## config.mk

```make
export PLATFORM = sky130hd
export DESIGN_NAME = bsfc_cfg
export DESIGN_NICKNAME = d
export VERILOG_FILES = /design/src/bsfc_pkg.sv /design/src/bsfc_cfg.sv
export SDC_FILE = /design/constraint.sdc
export NUM_CORES = 1
export LEC_CHECK = 0
export ABC_AREA = 0
export ABC_CLOCK_PERIOD_IN_PS = 1600
export BUFFER_PORTS_ARGS = -buffer_cell sky130_fd_sc_hd__buf_4
export CELL_PAD_IN_SITES_DETAIL_PLACEMENT = 0
export CELL_PAD_IN_SITES_GLOBAL_PLACEMENT = 2
export CORE_MARGIN = 3
export CORE_UTILIZATION = 38
export DETAILED_ROUTE_END_ITERATION = 10
export HOLD_SLACK_MARGIN = 0.1
export PLACE_DENSITY_LB_ADDON = 0.08
export SYNTH_ARGS = -nofsm -noshare
export SYNTH_HDL_FRONTEND = slang
export SYNTH_SLANG_ARGS = --single-unit
```

## constraint.sdc

```tcl
create_clock -name clk_i -period 1.6 [get_ports clk_i]
set_clock_uncertainty 0.05 [all_clocks]
set_input_delay 0.32 -clock clk_i [delete_from_list [all_inputs] [get_ports clk_i]]
set_output_delay 0.32 -clock clk_i [all_outputs]
set_load 0.01 [all_outputs]
```

## src/bsfc_pkg.sv

```systemverilog
// shared types, constants and helper functions of the balance controller
`default_nettype none

package bsfc_pkg;

  typedef enum logic {
    CmdCalib   = 1'b0,
    CmdControl = 1'b1
  } cmd_e;

  typedef enum logic [2:0] {
    RegGyroZero       = 3'd0,
    RegGainTiltAngle  = 3'd1,
    RegGainTiltRate   = 3'd2,
    RegGainWheelAngle = 3'd3,
    RegGainWheelSpeed = 3'd4,
    RegGainErrorSum   = 3'd5,
    RegSteering       = 3'd6,
    RegAngleReference = 3'd7
  } reg_idx_e;

  typedef struct packed {
    logic [9:0]  gyro_zero;
    logic [15:0] gain_tilt_angle;
    logic [15:0] gain_tilt_rate;
    logic [15:0] gain_wheel_angle;
    logic [15:0] gain_wheel_speed;
    logic [15:0] gain_error_sum;
    logic [8:0]  steering;
    logic [15:0] angle_reference;
  } cfg_t;

  typedef struct packed {
    logic [33:0] rate;
    logic [31:0] tilt;
    logic [16:0] err;
    logic [16:0] speed;
    logic [31:0] esum;
  } op_t;

  localparam int unsigned CfgIdxW  = 3;
  localparam int unsigned CfgDataW = 16;

  localparam logic [9:0]  GyroZeroRst       = 10'd585;
  localparam logic [15:0] GainTiltAngleRst  = 16'd45;
  localparam logic [15:0] GainTiltRateRst   = 16'd10;
  localparam logic [15:0] GainWheelAngleRst = 16'd200;
  localparam logic [15:0] GainWheelSpeedRst = 16'd500;
  localparam logic [15:0] GainErrorSumRst   = 16'd0;

  localparam int unsigned GyroShift = 4;
  localparam int unsigned RateShift = 3;
  localparam int unsigned TiltShift = 4;
  localparam logic signed [55:0] Deadband = 56'sd5;

  localparam int unsigned DutyDiv   = 100;
  localparam int unsigned DutyLog   = $clog2(DutyDiv);
  localparam int unsigned DutyShift = 32 + DutyLog;
  localparam logic [64:0] DutyNum   = 65'd1 << DutyShift;
  localparam logic [32:0] DutyMagic =
    33'((DutyNum + 65'(DutyDiv) - 65'd1) / 65'(DutyDiv));

  localparam logic signed [27:0] PowerMax = 28'sd255;

  function automatic logic signed [31:0] sat32(input logic signed [55:0] v);
    logic signed [31:0] r;
    if (v > 56'sd2147483647) begin
      r = 32'sh7fffffff;
    end else if (v < -56'sd2147483648) begin
      r = 32'sh80000000;
    end else begin
      r = v[31:0];
    end
    return r;
  endfunction

  function automatic logic signed [8:0] clamp_power(input logic signed [27:0] v);
    logic signed [8:0] r;
    if (v > PowerMax) begin
      r = 9'sd255;
    end else if (v < -PowerMax) begin
      r = -9'sd255;
    end else begin
      r = v[8:0];
    end
    return r;
  endfunction

endpackage

`default_nettype wire

```

## src/bsfc_cfg.sv

```systemverilog
// configuration register file of the balance controller
`default_nettype none

module bsfc_cfg (
  input  wire logic                              clk_i,
  input  wire logic                              rst_ni,
  input  wire logic                              cfg_valid_i,
  output logic                                   cfg_ready_o,
  input  wire logic [bsfc_pkg::CfgIdxW-1:0]      cfg_index_i,
  input  wire logic [bsfc_pkg::CfgDataW-1:0]     cfg_data_i,
  output bsfc_pkg::cfg_t                         cfg_o
);

  bsfc_pkg::cfg_t cfg_q;

  assign cfg_ready_o = 1'b1;
  assign cfg_o       = cfg_q;

  always_ff @(posedge clk_i or negedge rst_ni) begin
    if (!rst_ni) begin
      cfg_q.gyro_zero        <= bsfc_pkg::GyroZeroRst;
      cfg_q.gain_tilt_angle  <= bsfc_pkg::GainTiltAngleRst;
      cfg_q.gain_tilt_rate   <= bsfc_pkg::GainTiltRateRst;
      cfg_q.gain_wheel_angle <= bsfc_pkg::GainWheelAngleRst;
      cfg_q.gain_wheel_speed <= bsfc_pkg::GainWheelSpeedRst;
      cfg_q.gain_error_sum   <= bsfc_pkg::GainErrorSumRst;
      cfg_q.steering         <= '0;
      cfg_q.angle_reference  <= '0;
    end else if (cfg_valid_i && cfg_ready_o) begin
      case (bsfc_pkg::reg_idx_e'(cfg_index_i))
        bsfc_pkg::RegGyroZero:       cfg_q.gyro_zero        <= cfg_data_i[9:0];
        bsfc_pkg::RegGainTiltAngle:  cfg_q.gain_tilt_angle  <= cfg_data_i;
        bsfc_pkg::RegGainTiltRate:   cfg_q.gain_tilt_rate   <= cfg_data_i;
        bsfc_pkg::RegGainWheelAngle: cfg_q.gain_wheel_angle <= cfg_data_i;
        bsfc_pkg::RegGainWheelSpeed: cfg_q.gain_wheel_speed <= cfg_data_i;
        bsfc_pkg::RegGainErrorSum:   cfg_q.gain_error_sum   <= cfg_data_i;
        bsfc_pkg::RegSteering:       cfg_q.steering         <= cfg_data_i[8:0];
        bsfc_pkg::RegAngleReference: cfg_q.angle_reference  <= cfg_data_i;
        default: ;
      endcase
    end
  end

endmodule

`default_nettype wire

```

# After elaboration in Yosys (flattened, before gate mapping)

Index checks and enable logic that the tools add are counted.

Output and inout port bits: 116
Logic and storage cells: 24
Register bits: 115

Equal/unequal tests: 7
Reduce and logical (&&, ||, !) cells: 9

Operator list:

| operator                                       | count |
|---|---|
| AND reduction 2 bit                            | 8 |
| == test 3 bit (second input constant)          | 4 |
| == test 3 x 2 -> 1 bit (second input constant) | 2 |
| == test 3 x 1 -> 1 bit (second input constant) | 1 |
| logical NOT 3 bit                              | 1 |

# Longest topological paths before layout

Depth in word-level cells: 2
Depth in mapped cells: 5

# Worst setup path before layout

No wires, ideal clock.

Kind: input port to flip-flop
Start: in cfg_index_i[0] (netlist name)
End: reg cfg_q (netlist bit cfg_o[50])
Path slack: 0.130 ns
Data required time: 1.425 ns
Stages on the path: 5
Arrival time: 1.295 ns
Buffers on the path: 3
Path through: buf_4 -> and4bb_1 -> buf_6 -> buf_8 -> mux2_4

Word-level cells in the longest chain between the ends: 2

Ends and longest elaborated chain:

| element                       | line           | source |
|---|---|---|
| start: declaration            | bsfc_cfg.sv:9  | `input wire logic [bsfc_pkg::CfgIdxW-1:0] cfg_index_i,` |
| == test 3 bit                 | bsfc_cfg.sv:30 | `case (bsfc_pkg::reg_idx_e'(cfg_index_i))` |
| AND reduction 2 bit (no line) | --             |  |
| end: declaration              | bsfc_cfg.sv:14 | `bsfc_pkg::cfg_t cfg_q;` |

Every way passes these cells.
A chain may end at the register's enable or synchronous reset.

# Worst setup path after layout

Start: reg cfg_q (netlist bit cfg_o[45])
End: out cfg_o[45] (netlist name)

RTL lines:

| element          | line           | source |
|---|---|---|
| end: declaration | bsfc_cfg.sv:11 | `output bsfc_pkg::cfg_t cfg_o` |

No word-level cell between the ends.

==> out/metrics.sh <==
ANTENNA_CELLS_INSERTED=0
FINAL_SLEW_VIOLATIONS=0
SETUP.WORST_PATH.CLASS='flop to output port'
CLOCKBUFFERDEPTH=2
TRITONCTS.NUM_BUFFERS=17
CRITICAL-PATH-MAX-STAGE-DELAY_NS=0.55
POSTSYNTHREGISTERBITS=115
USE_MET2_PCT=26.5
FINAL_WEIGHTED_CONGESTION_IN_ROUTABILITY_DRIVEN_PLACEMENT=0.747
SYNTHDOMINANTCELLAREASHARE_PCT=52.4
GRT_FIRST_PASS_WIRELENGTH_MICRONS=16700
DP_HPWL_MICRONS=7090
CELL_TYPES_WITH_THE_LARGEST_AREA_SHARE_AFTER_SYNTHESIS='dfrtp_1 52%, mux2_2 21%, dfstp_2 11%, mux2_4 9.8%, buf_6 1.2%'
CRITICAL_PATH.ENDPOINT_TYPE='output port'
HOLD_PATH.CLASS='input pin to flop'
WORSTREGTOREGCELLS=1
FINAL.SETUP.TNS_NS=0
GROUTE.USAGE.OVERALL_PCT=17.0
POST_DP_CELL_AREA_SQ_UM=5800
AVGSYNTHCELLAREA_SQ_UM=18.1
WORST-R2R-SETUP-SLACK_NS=0.76
DIE_HEIGHT_MICRONS=116
CLOCK_TREE.ROOT_CELL='clkbuf_16'
FP.DIEAREA_SQ_UM=13400
CRIT_PATH_TOP_DELAY_CELL='dfstp_2'
CRIT-REG2REG-CAPTURE='cfg_o[50]'
VIAS_PER_CELL=4.86
WORST-ENDPOINT-ARRIVAL_NS=1.08
FINAL_ANTENNA_NET_COUNT=0
LEAKAGEPOWER_nW=3.01
ROUTED_WIRE_LENGTH_PER_INSTANCE_MICRONS=19.2
ANTENNA_VIOLATIONS_BEFORE_REPAIR=0
LARGEST_REG_FLOPS=115
FINAL-HOLD-VIOLATION-COUNT=0
SYNTH_NETS=276
CELL_TOTAL_AFTER_PLACEMENT=526
MAX_FREQ_MHz=688
VDD.IR_DROP.WORST_mV=0.812
FINAL-INSTANCE-COUNT-EXCL-FILL=559
CLK_TRANSITION_REPORTED_PATHS_NS=0.05
WHS_PATH_DEPTH=2
CP-START-KIND='flop'
AREA.GROWTH.SYNTH_TO_FINAL_PCT=38.7
CTS.SINK_COUNT=115
GRT_START_MAX_NET_PINS=68
VIAS=2714
YOSYSUNIQUECELLTYPES=14
HOLDWS_NS=0.134
RSZ0062_AT_GRT='no'
ROW_COUNT=39
PATH_BUF_INV=1
SYNTHESIS.INSTANCES=254
POWER_AFTER_LAYOUT_mW=9.84
CP.REQUIRED_NS=1.23
DETAILEDROUTE.FIRSTPASSITERATIONCOUNT=3
DRV.MAX_CAP_VIOLATION_COUNT=0
GLOBAL_ROUTE.PEAK_USAGE_LAYER='met2'
PROPORTION_OF_SYNTHESIZED_CHIP_AREA_IN_SEQUENTIAL_CELLS_PCT=63.3
INITIAL_UTILIZATION_PCT=39.5
TRITONCTS='yes'
CTS_HTREE_LEVELS=4
FIRST_GLOBAL_VIAS=2869
HOLDCRITSTARTPOINT='cfg_data_i[10]'
DRC_ERRORS_LEFT=0
RUN_STATUS='complete, no violations'
SYNTH_AREA_LEADER_CELL='dfrtp_1'
WORST_HOLD_PATH.ENDPOINT='cfg_o[51]'
WORST_R2R_STARTPOINT='cfg_o[50]'
POST_SYNTH_INSTANCE_AREA_SQ_UM=4590
POSTROUTEWIRELENGTH_MICRONS=10700
DESIGN.FINAL.NETS=425
GRT_USE_MET1_PCT=21.1
IOS=138
FLOORPLAN_CORE_AREA_SQ_UM=11600
DETAILEDROUTE.FIRSTITERATIONVIOLATIONS=138
SETUP_VIOL=0
CTS_SETUP_BUFFERS=0
CLOCK_PERIOD_MINUS_WORST_SLACK_NS=1.45
PERIOD_SHARE_PCT=90.8
FIN_AREA_SQ_UM=6360
COMMONEST_NON_FILL_NON_TAP_CELLS_IN_THE_LAYOUT='137 x buf_4, 96 x dfrtp_1, 85 x mux2_2'
CRIT_FAMILY='flip-flops'
MOSTFREQUENTLAYOUTCELL='buf_4'
GRT_REMAINING_OVERFLOW=0
DIEWIDTH_MICRONS=116
CRITPATHMAXFANOUT=2
POWER_PER_CELL_AREA_nW_PER_UM2=1550
CP_CELL_SEQUENCE='buf_4'
SYNTH-WARNING-COUNT=0
PORT-BUFFER-COUNT=136
CLK_LATENCY_NS=0.41
GR-USAGE-MET3_PCT=7.36
POST_ROUTE_CELLS_DRIVE_ABOVE_1_SHARE_PCT=74.3
[metrics by stage]
stage,util (%),worst slack [ns]
6_report,54.8,0.147
5_1_grt,54.8,0.112
4_1_cts,54.8,0.131
2_1_floorplan,-,0.130
3_5_place_dp,49.9,0.0524
3_3_place_gp,49.9,0.0684
[synthesized netlist by cell type (all sizes together)]
cell type,count
dfstp,19
nor4b,1
conb,1
buf,15
dfrtp,96
mux2,115
nand4b,3
nand4,1
and4bb,3
[cell families after synthesis]
group,count (synthesis),synth area share [%]
other,1,0.0818
flip-flops,115,63.3
buffers and inverters,15,3.19
AND/OR/NAND/NOR,8,2.78
multiplexers,115,30.7
[worst max-delay path by stage]
stage | start | endpoint | slack (ns) | depth (start not counted)
after floorplan | cfg_index_i[0] | cfg_o[50] | 0.13 | 5
after global placement | cfg_index_i[2] | cfg_o[66] | 0.07 | 3
after detailed placement | cfg_index_i[2] | cfg_o[71] | 0.05 | 3
after CTS | cfg_o[45] | cfg_o[45] | 0.13 | 1
after global routing | cfg_o[45] | cfg_o[45] | 0.11 | 1
final | cfg_o[45] | cfg_o[45] | 0.15 | 1
[final cells by class]
class | count | area, sq um
timing repair buffer | 145 | 1180
tap | 143 | 179
multi-input combinational | 124 | 1550
sequential | 115 | 2900
fill | 972 | 5250
clock buffer | 27 | 503
clock inverter | 5 | 50.0
[power breakdown]
part / leakage [nW] / total [mW] / internal (mW) / switching, mW
Clock: 0.275 / 3.52 / 2.28 / 1.23
Combinational: 1.38 / 2.32 / 1.40 / 0.915
Sequential: 1.35 / 4.00 / 3.64 / 0.366
Total: 3.01 / 9.84 / 7.32 / 2.51
[routing by layer]
metal | vias up | wire length [microns]
met4 | 0 | 121
met5 | - | 0
met1 | 1400 | 4610
li1 | 1212 | -
met3 | 12 | 768
met2 | 90 | 5230
[repair_timing]
item	CTS	global route
hold buffers	1	0
endpoints found under the setup margin	0	0
hold endpoints to repair	96	0
resized for setup	0	0
Power figures use the tool's default switching activity.
